**src/rtl/core/rv64i_itype_execute_defines.svh**
```systemverilog
// ----------------------------------------------------------------------------
// rv64i_itype_execute_defines.svh
// Assertion macros shared by the I-type execute unit.
// ----------------------------------------------------------------------------
`ifndef RV64I_ITYPE_EXECUTE_DEFINES_SVH
`define RV64I_ITYPE_EXECUTE_DEFINES_SVH

// Same-cycle implication, sampled on clk, off while in reset.
`define RVIE_ASSERT_SAME(label, ante, cons, msg) \
    label: assert property (@(posedge clk) disable iff (!rst_n) (ante) |-> (cons)) \
        else $error(msg);

// Next-cycle implication, sampled on clk, off while in reset.
`define RVIE_ASSERT_NEXT(label, ante, cons, msg) \
    label: assert property (@(posedge clk) disable iff (!rst_n) (ante) |=> (cons)) \
        else $error(msg);

`endif

```
**src/rtl/core/rvie_pkg.sv**
```systemverilog
// ----------------------------------------------------------------------------
// rvie_pkg
// Types and constants of the RV64I I-type execute unit.
// ----------------------------------------------------------------------------
package rvie_pkg;

    typedef enum logic [2:0] {
        ST_OK      = 3'd0,
        ST_ILLEGAL = 3'd1,
        ST_ECALL   = 3'd2,
        ST_EBREAK  = 3'd3,
        ST_FENCE   = 3'd4
    } status_t;

    // Major opcodes
    localparam logic [6:0] OPC_OP_IMM    = 7'h13;
    localparam logic [6:0] OPC_OP_IMM_32 = 7'h1B;
    localparam logic [6:0] OPC_LOAD      = 7'h03;
    localparam logic [6:0] OPC_JALR      = 7'h67;
    localparam logic [6:0] OPC_SYSTEM    = 7'h73;
    localparam logic [6:0] OPC_MISC_MEM  = 7'h0F;

    // OP-IMM / OP-IMM-32 funct3
    localparam logic [2:0] F3_ADDI  = 3'd0;
    localparam logic [2:0] F3_SLLI  = 3'd1;
    localparam logic [2:0] F3_SLTI  = 3'd2;
    localparam logic [2:0] F3_SLTIU = 3'd3;
    localparam logic [2:0] F3_XORI  = 3'd4;
    localparam logic [2:0] F3_SRI   = 3'd5;
    localparam logic [2:0] F3_ORI   = 3'd6;
    localparam logic [2:0] F3_ANDI  = 3'd7;

    // Load funct3
    localparam logic [2:0] F3_LB   = 3'd0;
    localparam logic [2:0] F3_LH   = 3'd1;
    localparam logic [2:0] F3_LW   = 3'd2;
    localparam logic [2:0] F3_LD   = 3'd3;
    localparam logic [2:0] F3_LBU  = 3'd4;
    localparam logic [2:0] F3_LHU  = 3'd5;
    localparam logic [2:0] F3_LWU  = 3'd6;
    localparam logic [2:0] F3_LRSV = 3'd7;

    localparam logic [2:0]  F3_ZERO     = 3'd0;
    localparam logic [11:0] IMM_ECALL   = 12'd0;
    localparam logic [11:0] IMM_EBREAK  = 12'd1;
    localparam logic [5:0]  SHIFT_ARITH = 6'b010000;
    localparam logic [5:0]  SHIFT_LOGIC = 6'b000000;
    localparam logic [63:0] TARGET_MASK = 64'hFFFF_FFFF_FFFF_FFFE;
    localparam logic [63:0] PC_STEP     = 64'd4;

    typedef struct packed {
        logic [6:0]         opcode;
        logic [2:0]         funct3;
        logic [4:0]         dest_index;
        logic [4:0]         src_index;
        logic [63:0]        src_value;
        logic signed [11:0] immediate;
        logic [63:0]        cur_pc;
        logic [63:0]        load_data;
    } item_t;

    typedef struct packed {
        status_t     status;
        logic        reg_write;
        logic [4:0]  write_index;
        logic [63:0] write_value;
        logic        pc_write;
        logic [63:0] target_pc;
        logic        mem_read;
        logic [63:0] mem_addr;
        logic [1:0]  mem_size;
    } result_t;

endpackage

```
**src/rtl/core/rvie_alu.sv**
```systemverilog
// ----------------------------------------------------------------------------
// rvie_alu
// Decode and execute of one I-type instruction, purely combinational.
// ----------------------------------------------------------------------------
module rvie_alu
(
    input  rvie_pkg::item_t   item,
    output rvie_pkg::result_t result
);

    logic [63:0]        imm64;
    logic [63:0]        sum;
    logic [31:0]        sum32;
    logic [5:0]         hi6;
    logic [5:0]         sh64;
    logic [4:0]         sh32;
    logic signed [63:0] a_s;
    logic signed [31:0] aw_s;
    logic [31:0]        sll32;
    logic [31:0]        srl32;
    logic [31:0]        sra32;

    rvie_pkg::status_t  status;
    logic               wr;
    logic [63:0]        val;
    logic               pcw;
    logic [63:0]        tgt;
    logic               mrd;
    logic [63:0]        addr;
    logic [1:0]         size;

    assign imm64 = {{52{item.immediate[11]}}, item.immediate};
    assign sum   = item.src_value + imm64;
    assign sum32 = sum[31:0];
    assign hi6   = item.immediate[11:6];
    assign sh64  = item.immediate[5:0];
    assign sh32  = item.immediate[4:0];
    assign a_s   = item.src_value;
    assign aw_s  = item.src_value[31:0];
    assign sll32 = item.src_value[31:0] << sh32;
    assign srl32 = item.src_value[31:0] >> sh32;
    assign sra32 = aw_s >>> sh32;

    always_comb
    begin
        status = rvie_pkg::ST_OK;
        wr     = 1'b0;
        val    = '0;
        pcw    = 1'b0;
        tgt    = '0;
        mrd    = 1'b0;
        addr   = '0;
        size   = '0;

        unique case (item.opcode)
            rvie_pkg::OPC_OP_IMM:
            begin
                wr = 1'b1;
                unique case (item.funct3)
                    rvie_pkg::F3_ADDI:  val = sum;
                    rvie_pkg::F3_SLLI:
                    begin
                        if (hi6 == rvie_pkg::SHIFT_LOGIC)
                            val = item.src_value << sh64;
                        else
                            status = rvie_pkg::ST_ILLEGAL;
                    end
                    rvie_pkg::F3_SLTI:  val = {63'd0, a_s < $signed(imm64)};
                    rvie_pkg::F3_SLTIU: val = {63'd0, item.src_value < imm64};
                    rvie_pkg::F3_XORI:  val = item.src_value ^ imm64;
                    rvie_pkg::F3_SRI:
                    begin
                        if (hi6 == rvie_pkg::SHIFT_ARITH)
                            val = a_s >>> sh64;
                        else if (hi6 == rvie_pkg::SHIFT_LOGIC)
                            val = item.src_value >> sh64;
                        else
                            status = rvie_pkg::ST_ILLEGAL;
                    end
                    rvie_pkg::F3_ORI:   val = item.src_value | imm64;
                    default:            val = item.src_value & imm64;
                endcase
            end
            rvie_pkg::OPC_OP_IMM_32:
            begin
                wr = 1'b1;
                unique case (item.funct3)
                    rvie_pkg::F3_ADDI: val = {{32{sum32[31]}}, sum32};
                    rvie_pkg::F3_SLLI:
                    begin
                        if (hi6 == rvie_pkg::SHIFT_LOGIC)
                            val = {{32{sll32[31]}}, sll32};
                        else
                            status = rvie_pkg::ST_ILLEGAL;
                    end
                    rvie_pkg::F3_SRI:
                    begin
                        if (hi6 == rvie_pkg::SHIFT_ARITH)
                            val = {{32{sra32[31]}}, sra32};
                        else if (hi6 == rvie_pkg::SHIFT_LOGIC)
                            val = {{32{srl32[31]}}, srl32};
                        else
                            status = rvie_pkg::ST_ILLEGAL;
                    end
                    default: status = rvie_pkg::ST_ILLEGAL;
                endcase
            end
            rvie_pkg::OPC_LOAD:
            begin
                wr   = 1'b1;
                mrd  = 1'b1;
                addr = sum;
                size = item.funct3[1:0];
                unique case (item.funct3)
                    rvie_pkg::F3_LB:  val = {{56{item.load_data[7]}}, item.load_data[7:0]};
                    rvie_pkg::F3_LH:  val = {{48{item.load_data[15]}}, item.load_data[15:0]};
                    rvie_pkg::F3_LW:  val = {{32{item.load_data[31]}}, item.load_data[31:0]};
                    rvie_pkg::F3_LD:  val = item.load_data;
                    rvie_pkg::F3_LBU: val = {56'd0, item.load_data[7:0]};
                    rvie_pkg::F3_LHU: val = {48'd0, item.load_data[15:0]};
                    rvie_pkg::F3_LWU: val = {32'd0, item.load_data[31:0]};
                    default:          status = rvie_pkg::ST_ILLEGAL;
                endcase
            end
            rvie_pkg::OPC_JALR:
            begin
                if (item.funct3 != rvie_pkg::F3_ZERO)
                    status = rvie_pkg::ST_ILLEGAL;
                else
                begin
                    wr  = 1'b1;
                    val = item.cur_pc + rvie_pkg::PC_STEP;
                    pcw = 1'b1;
                    tgt = sum & rvie_pkg::TARGET_MASK;
                end
            end
            rvie_pkg::OPC_SYSTEM:
            begin
                if (item.src_index != 5'd0 || item.dest_index != 5'd0
                    || item.funct3 != rvie_pkg::F3_ZERO)
                    status = rvie_pkg::ST_ILLEGAL;
                else if (item.immediate == rvie_pkg::IMM_ECALL)
                    status = rvie_pkg::ST_ECALL;
                else if (item.immediate == rvie_pkg::IMM_EBREAK)
                    status = rvie_pkg::ST_EBREAK;
                else
                    status = rvie_pkg::ST_ILLEGAL;
            end
            rvie_pkg::OPC_MISC_MEM: status = rvie_pkg::ST_FENCE;
            default:                status = rvie_pkg::ST_ILLEGAL;
        endcase

        // any non-ok status drops every effect
        if (status != rvie_pkg::ST_OK)
        begin
            wr   = 1'b0;
            val  = '0;
            pcw  = 1'b0;
            tgt  = '0;
            mrd  = 1'b0;
            addr = '0;
            size = '0;
        end
    end

    always_comb
    begin
        result.status      = status;
        result.reg_write   = wr;
        result.write_index = wr ? item.dest_index : 5'd0;
        result.write_value = val;
        result.pc_write    = pcw;
        result.target_pc   = tgt;
        result.mem_read    = mrd;
        result.mem_addr    = addr;
        result.mem_size    = size;
    end

endmodule

```
**src/rtl/core/rv64i_itype_execute.sv**
```systemverilog
// ----------------------------------------------------------------------------
// rv64i_itype_execute
// Execute stage for RV64I I-type instructions (op-imm, op-imm-32, load,
// jalr, system, fence).
// ----------------------------------------------------------------------------
// Usage:
//   One instruction enters on the s_axis channel as a word: opcode and funct3
//   in tuser, operands in tdata. One result word leaves on m_axis for each
//   instruction: status in tuser, register write, pc redirect and memory
//   read request in tdata. Loads expect load_data already read at the load
//   address; the block only extends it.
//   Result valid rises when the executed word is loaded into the result
//   register; decode and execute run between the input register and the
//   result register. One instruction per cycle while the sink takes results.
//   Both registers advance whenever the result register is empty or being
//   taken, so s_axis_tready falls only while m_axis_tready is low and both
//   stages are full; held words stay put until taken.
//   Reset empties both stages; no word is shown until a new one is taken in.
// ----------------------------------------------------------------------------
`include "rv64i_itype_execute_defines.svh"

module rv64i_itype_execute
(
    input  logic         clk,
    input  logic         rst_n,

    input  logic         s_axis_tvalid,
    output logic         s_axis_tready,
    // dest_index[4:0], src_index[9:5], src_value[73:10], immediate[85:74],
    // cur_pc[149:86], load_data[213:150], zero pad[215:214]
    input  logic [215:0] s_axis_tdata,
    // opcode[6:0], funct3[9:7]
    input  logic [9:0]   s_axis_tuser,

    output logic         m_axis_tvalid,
    input  logic         m_axis_tready,
    // reg_write[0], write_index[5:1], write_value[69:6], pc_write[70],
    // target_pc[134:71], mem_read[135], mem_addr[199:136], mem_size[201:200],
    // zero pad[207:202]
    output logic [207:0] m_axis_tdata,
    // status[2:0]
    output logic [2:0]   m_axis_tuser
);

    rvie_pkg::item_t   in_item;
    rvie_pkg::item_t   item_reg;
    rvie_pkg::result_t exec_result;
    rvie_pkg::result_t result_reg;
    logic              in_valid_reg;
    logic              out_valid_reg;
    logic              advance;
    logic              load_in;

    assign in_item.opcode     = s_axis_tuser[6:0];
    assign in_item.funct3     = s_axis_tuser[9:7];
    assign in_item.dest_index = s_axis_tdata[4:0];
    assign in_item.src_index  = s_axis_tdata[9:5];
    assign in_item.src_value  = s_axis_tdata[73:10];
    assign in_item.immediate  = s_axis_tdata[85:74];
    assign in_item.cur_pc     = s_axis_tdata[149:86];
    assign in_item.load_data  = s_axis_tdata[213:150];

    // result stage moves when it is empty or its word is being taken
    assign advance       = !out_valid_reg || m_axis_tready;
    assign s_axis_tready = !in_valid_reg || advance;
    assign load_in       = s_axis_tvalid && s_axis_tready;

    rvie_alu u_alu
    (
        .item   (item_reg),
        .result (exec_result)
    );

    always_ff @(posedge clk or negedge rst_n)
    begin
        if (!rst_n)
        begin
            in_valid_reg  <= 1'b0;
            out_valid_reg <= 1'b0;
        end
        else
        begin
            if (s_axis_tready)
                in_valid_reg <= s_axis_tvalid;
            if (advance)
                out_valid_reg <= in_valid_reg;
        end
    end

    always_ff @(posedge clk)
    begin
        if (load_in)
            item_reg <= in_item;
        if (advance && in_valid_reg)
            result_reg <= exec_result;
    end

    assign m_axis_tvalid = out_valid_reg;
    assign m_axis_tuser  = result_reg.status;
    assign m_axis_tdata  = {6'd0,
                            result_reg.mem_size,
                            result_reg.mem_addr,
                            result_reg.mem_read,
                            result_reg.target_pc,
                            result_reg.pc_write,
                            result_reg.write_value,
                            result_reg.write_index,
                            result_reg.reg_write};

    `RVIE_ASSERT_NEXT(a_stage_moves, in_valid_reg && advance, out_valid_reg,
        "executed word did not reach the result stage")
    `RVIE_ASSERT_SAME(a_fault_no_effects,
        out_valid_reg && result_reg.status != rvie_pkg::ST_OK, m_axis_tdata == '0,
        "non-ok status carries effects")
    `RVIE_ASSERT_SAME(a_single_effect_kind, out_valid_reg,
        !(result_reg.mem_read && result_reg.pc_write),
        "load and jump flagged together")
    `RVIE_ASSERT_SAME(a_no_write_no_value, out_valid_reg && !result_reg.reg_write,
        result_reg.write_value == '0 && result_reg.write_index == '0,
        "write value present without register write")

endmodule

```
**config.mk**
```make
export PLATFORM = sky130hd
export DESIGN_NAME = rv64i_itype_execute
export DESIGN_NICKNAME = d
export VERILOG_FILES = /design/src/rtl/core/rvie_pkg.sv /design/src/rtl/core/rvie_alu.sv /design/src/rtl/core/rv64i_itype_execute.sv
export VERILOG_INCLUDE_DIRS = /design/src /design/src/rtl/core
export SDC_FILE = /design/constraint.sdc
export NUM_CORES = 2
export LEC_CHECK = 0
export BUFFER_PORTS_ARGS = -buffer_cell sky130_fd_sc_hd__clkbuf_2
export CAP_MARGIN = 30
export CORE_MARGIN = 1.5
export CORE_UTILIZATION = 60
export CTS_CLUSTER_SIZE = 12
export DETAILED_ROUTE_END_ITERATION = 12
export GPL_TIMING_DRIVEN = 0
export PLACE_DENSITY = 0.89
export SLEW_MARGIN = 20
export SYNTH_ARGS = -nofsm -noshare
export SYNTH_HDL_FRONTEND = slang
export SYNTH_HIERARCHICAL = 1
export SYNTH_SLANG_ARGS = --single-unit
```
**constraint.sdc**
```tcl
create_clock -name clk -period 9.1 [get_ports clk]
set_input_delay 2.275 -clock clk [delete_from_list [all_inputs] [get_ports clk]]
set_output_delay 2.275 -clock clk [all_outputs]
set_load 0.05 [all_outputs]
```
==> impl_metrics.py, run 1 <==
metrics = {
    "yosys": {
        "avgSynthCellArea_sq_um": 9.33,
        "synthArstFlopShare_pct": 0.464,
        "synth_ff_type": "edfxtp_1",
        "synth-seq-cells": 431,
        "synth_cell_types": 94,
        "synthCells": 3902,
        "synth_edf_count": 429,
        "yosysWarnings": 6,
        "yosysSeqAreaShare_pct": 35.5,
        "syn-cell-area_sq_um": 36400,
    },
    "clock_network": {
        "cts_hold_buf": 0,
        "clock-sinks": 431,
        "htreeDepth": 2,
        "cts_resized": 0,
        "post-cts-setup-buffers": 0,
        "cts_buffers": 46,
        "clock_path_buffers": 3,
        "cts-root-buf": "clkbuf_16",
    },
    "placed_design": {
        "io_buffers": 434,
        "gp_congestion": 1.37,
        "placed_cells": 5145,
        "hpwl_microns": 166000,
    },
    "outcome": {
        "stop_stage": "global routing (5_1_grt)",
        "stop_error": "[ERROR GRT-0116] Global routing finished with congestion. Check the congestion regions in the DRC Viewer.",
        "status": "stopped before the end",
    },
    "die": {
        "ios": 443,
        "rows": 90,
        "start_util_pct": 60.6,
        "die_x_microns": 249,
        "die_y_microns": 249,
    },
    "global_routing": {
        "grt_pass1_vias": 42500,
        "gr-usage-all-layers_pct": 71.5,
        "grt_pass1_wl_microns": 315000,
        "grt-ovfl-total": 20,
        "grt_max_degree": 92,
    },
}
==> cell families after synthesis <==
family                     count (synthesis)  share of synthesized area, %
AOI/OAI and AO/OA                       1235                          21.2
xor gates and xnor gates                 116                          2.79
adders and majority gates                195                          6.72
buffers and inverters                    474                          5.53
DFF                                      431                          35.5
muxes                                    317                          14.2
other                                      2                        0.0206
and+or+nand+nor                         1132                          14.0
==> Yosys cell counts, types with 11 or more instances <==
cell type | n | area, sq um
o31ai_1 | 22 | 165
clkbuf_1 | 216 | 811
nor4_1 | 29 | 181
ha_1 | 194 | 2430
nand3_1 | 68 | 340
a31oi_1 | 43 | 269
a21boi_0 | 11 | 82.6
a21o_1 | 30 | 225
a211oi_1 | 38 | 285
o211ai_1 | 68 | 510
nor2b_1 | 16 | 100
nor2_1 | 465 | 1750
o22ai_1 | 57 | 357
a21oi_1 | 432 | 2160
buf_4 | 22 | 165
o2111ai_1 | 11 | 96.3
and3_1 | 30 | 188
o21ai_0 | 262 | 1310
mux4_1 | 23 | 604
or2_2 | 16 | 100
and2_1 | 30 | 188
mux2i_1 | 117 | 1170
or3_1 | 21 | 131
edfxtp_1 | 429 | 12900
o221ai_1 | 34 | 298
a22oi_1 | 15 | 113
mux4_2 | 124 | 2790
xnor2_1 | 55 | 482
nand2b_1 | 18 | 113
nand2_1 | 289 | 1080
nand4_1 | 42 | 263
nor3_1 | 72 | 360
buf_1 | 43 | 161
a2111oi_0 | 12 | 105
o21a_1 | 13 | 97.6
xor2_1 | 61 | 534
o21bai_1 | 24 | 180
mux2_2 | 51 | 574
o2bb2ai_1 | 14 | 123
a221oi_1 | 23 | 201
buf_2 | 51 | 255
inv_1 | 126 | 473
==> stage by stage <==
stage | setup TNS [ns] | cell area, sq um | hold slack [ns] | util, % | worst slack, ns
4_1_cts | 0 | 41400 | 0.567 | 68.8 | 2.05
3_5_place_dp | 0 | 40000 | 0.553 | 66.5 | 2.19
3_3_place_gp | -76.75 | 39600 | 0.531 | 65.8 | -0.485
2_1_floorplan | 0 | 36400 | 0.511 | - | 1.43
==> layer usage <==
| metal | global-route usage [%] | GRT overflow |
|---|---|---|
| met1 | 75.8 | 0 |
| met5 | 20.1 | 0 |
| met2 | 88.7 | 10 |
| met4 | 67.5 | 10 |
| met3 | 51.8 | 0 |
==> run 2, diff against run 1 <==
CORE_UTILIZATION = 40   (was 60)
CTS_CLUSTER_SIZE = not set   (was 12)
PLACE_DENSITY = not set   (was 0.89)
PLACE_DENSITY_LB_ADDON = 0.15   (was not set)
==> run 2 against run 1 <==
Compared with the run above: the run now ends clean; synthesized cell count unchanged; synthesized area is the same.
==> impl_metrics.py, run 2 <==
metrics = {
    "placed_design": {
        "pre_cts_ws_ns": 2.14,
        "hpwl_microns": 194000,
        "place_area_sq_um": 40700,
        "placed_cells": 5556,
        "io_buffers": 434,
        "gp_congestion": 1.13,
    },
    "critical_path": {
        "rr_startpoint": "item_reg[131]",
        "worstPathRequired_ns": 9.53,
        "crit_top_cell": "o211ai_1",
        "ff2ff_path_depth": 16,
        "crit_family": "compound AO/OA/AOI/OAI gates",
        "path_class": "register to register",
        "rr_endpoint": "m_axis_tdata[41]",
        "crit_slowest_cell": "xor2_1",
        "reg2reg_slack_ns": 1.45,
        "worst-path-stages": 16,
        "critPathArrivalTime_ns": 8.08,
        "cp.buffers_inverters": 6,
        "crit_fanout": 11,
        "cp-start-kind": "register",
        "cp-end-kind": "register",
        "worstPathCellList": "buf_4, clkinv_1, buf_2, buf_2, buf_1, buf_1, ha_1, o211ai_1, o211ai_1, a22oi_2, o211ai_1, a21oi_1, xor2_1, o21ai_0, a21oi_1, o21ai_0",
        "critPathMaxStageDelay_ns": 0.88,
    },
    "global_routing": {
        "grt_pass1_vias": 37000,
        "grt_max_degree": 80,
        "gr-usage-all-layers_pct": 50.1,
        "antenna_found_initial": 16,
        "grt-ovfl-total": 0,
        "grt_pass1_wl_microns": 319000,
    },
    "clock_network": {
        "post-cts-setup-buffers": 0,
        "path_clk_slew_ns": 0.07,
        "clock-sinks": 431,
        "cts-root-buf": "clkbuf_16",
        "cts_buffers": 48,
        "cts_hold_buf": 0,
        "cts_tree": "built",
        "cts_resized": 0,
        "htreeDepth": 2,
        "clock_path_buffers": 3,
        "insertion_delay_ns": 0.70,
    },
    "pwr": {
        "p_per_area_nw_per_um2": 161,
        "ir_drop_mv": 0.165,
        "leakagePower_uw": 0.0164,
    },
    "timing": {
        "fin_skew_ns": 0.0739,
        "max_freq_mhz": 131,
        "fin_crit_ns": 7.65,
        "fin_crit_sh_pct": 84.1,
        "setup_viol": 0,
        "finalHoldViolCount": 0,
        "slew_violations": 0,
        "rsz0062_at_grt": "false",
        "slew_headroom_pct": 8.28,
        "holdWs_ns": 0.551,
        "tns_ns": 0,
        "worst_slack_ns": 1.45,
        "worst_pin_slew_ns": 1.38,
    },
    "yosys": {
        "yosysWarnings": 6,
        "synth-seq-cells": 431,
        "synth_fa_ha_area_share_pct": 6.72,
        "avgSynthCellArea_sq_um": 9.33,
        "yosys.area.top_type": "edfxtp_1",
        "synth_edf_count": 429,
        "syn-cell-area_sq_um": 36400,
        "yosysSeqAreaShare_pct": 35.5,
        "synthCells": 3902,
        "synthMuxAreaShare_pct": 14.2,
        "synth_compound_area_share_pct": 21.2,
        "synth_top_family_by_area": "compound AO/OA/AOI/OAI gates",
        "synthArstFlopShare_pct": 0.464,
        "synth_top_area_share_pct": 35.4,
        "synthSimpleGateAreaFrac_pct": 14.0,
        "synth_ff_type": "edfxtp_1",
        "yosys-top-cells-count": "nor2_1 (465), a21oi_1 (432), edfxtp_1 (429), nand2_1 (289), o21ai_0 (262)",
        "yosys-top-cells-area": "edfxtp_1 (35%), mux4_2 (7.7%), ha_1 (6.7%), a21oi_1 (5.9%), nor2_1 (4.8%)",
        "synth_cell_types": 94,
        "yosysMostFrequentCell": "nor2_1",
        "synthXorXnorAreaFrac_pct": 2.79,
    },
    "die": {
        "rows": 110,
        "ios": 443,
        "die_y_microns": 305,
        "core-area_sq_um": 90100,
        "start_util_pct": 40.4,
        "die_area_sq_um": 92900,
        "die_x_microns": 305,
    },
    "run": {
        "drv_cap": 0,
    },
    "cells_and_area": {
        "final_area_sq_um": 42300,
        "synthToLayoutAreaGrowth_pct": 16.2,
        "nFillCells": 8735,
        "drive_gt1_share_pct": 19.2,
        "final_nets": 4865,
        "layout_commonest_cell": "nor2_1",
        "largest_reg_flops": 224,
        "layoutNonFillerInstCount": 5661,
        "layout_common_cells": "nor2_1 (463), clkbuf_2 (437), a21oi_1 (432)",
    },
    "worst_hold_path": {
        "whs_path_depth": 1,
        "hold_end": "m_axis_tdata[1]",
        "hp-class": "register to register",
        "worstHoldStart": "item_reg[209]",
    },
    "route": {
        "firstDrtPassIters": 9,
        "drt_iter0_drc": 7192,
        "post_drt_wl_per_cell_microns": 42.4,
        "drt-total-wl_microns": 240000,
        "vias_per_cell": 7.10,
        "vias": 40200,
        "drcViolationCount": 0,
        "drtAntennaViolNets": 0,
    },
    "outcome": {
        "status": "finished clean",
    },
}
==> run 2: how the worst max path moves through the flow <==
stage | end | slack (ns) | startpoint
floorplan | m_axis_tdata[0] | 1.43 | m_axis_tready
global placement | m_axis_tdata[14] | -1.83 | item_reg[139]
detailed placement | m_axis_tdata[41] | 2.14 | item_reg[131]
CTS | m_axis_tdata[41] | 2.13 | item_reg[131]
global route | m_axis_tdata[41] | 1.89 | item_reg[131]
finish | m_axis_tdata[41] | 1.45 | item_reg[131]
==> run 2: cell families (layout without fill, tap and decap cells) <==
family	count (synthesis)	count (layout)
AOI/OAI and AO/OA	1235	1235
DFF	431	431
and+or+nand+nor	1132	1132
adders and majority gates	195	195
xor gates and xnor gates	116	116
muxes	317	317
buffers and inverters	474	1044
other	2	15
==> run 2: area by class of cell <==
class                      instances  area [sq um]  area share [%]
sequential                       431         12900            30.6
timing repair buffer             483          2790            6.59
clock buffer                      60          1270            3.00
clock inverter                    27           275           0.650
multi-input combinational       3002         21500            50.9
tap                             1176          1470            3.48
buffer                           342          1520            3.60
inverter                         132           500            1.18
antenna                            8          20.0          0.0473
==> run 2: worst reg2reg max path, cell delays in order (launching register included) <==
cell      delay, ns
edfxtp_1       0.38
buf_4          0.23
clkinv_1       0.26
buf_2          0.38
buf_2          0.42
buf_1          0.78
buf_1          0.74
ha_1           0.52
o211ai_1       0.19
o211ai_1       0.27
a22oi_2        0.57
o211ai_1       0.30
a21oi_1        0.36
xor2_1         0.88
o21ai_0        0.33
a21oi_1        0.62
o21ai_0        0.15
==> run 2: stage by stage <==
step / power (uW) / util [%]
3_3_place_gp: 4700 / 44.5
4_1_cts: 6680 / 46.8
2_1_floorplan: 3730 / -
6_report: 6810 / 46.9
3_5_place_dp: 4690 / 45.1
5_1_grt: 6910 / 46.9
==> run 2: where the power goes <==
group	total (uW)	internal [uW]	switching [uW]
Combinational	2340	630	1710
Sequential	2480	2330	150
Clock	1990	1110	886
==> run 2: layer usage <==
metal | vias up | wire length, microns | share of wire, % | track usage [%]
li1 | 15800 | - | - | -
met1 | 19600 | 89200 | 37 | 62.6
met2 | 3721 | 96600 | 40 | 70.9
met3 | 1021 | 31200 | 13 | 17.3
met4 | 14 | 23000 | 9.6 | 37.9
met5 | - | 178 | 0.074 | 0.672
(Power assumes the default switching activity.)
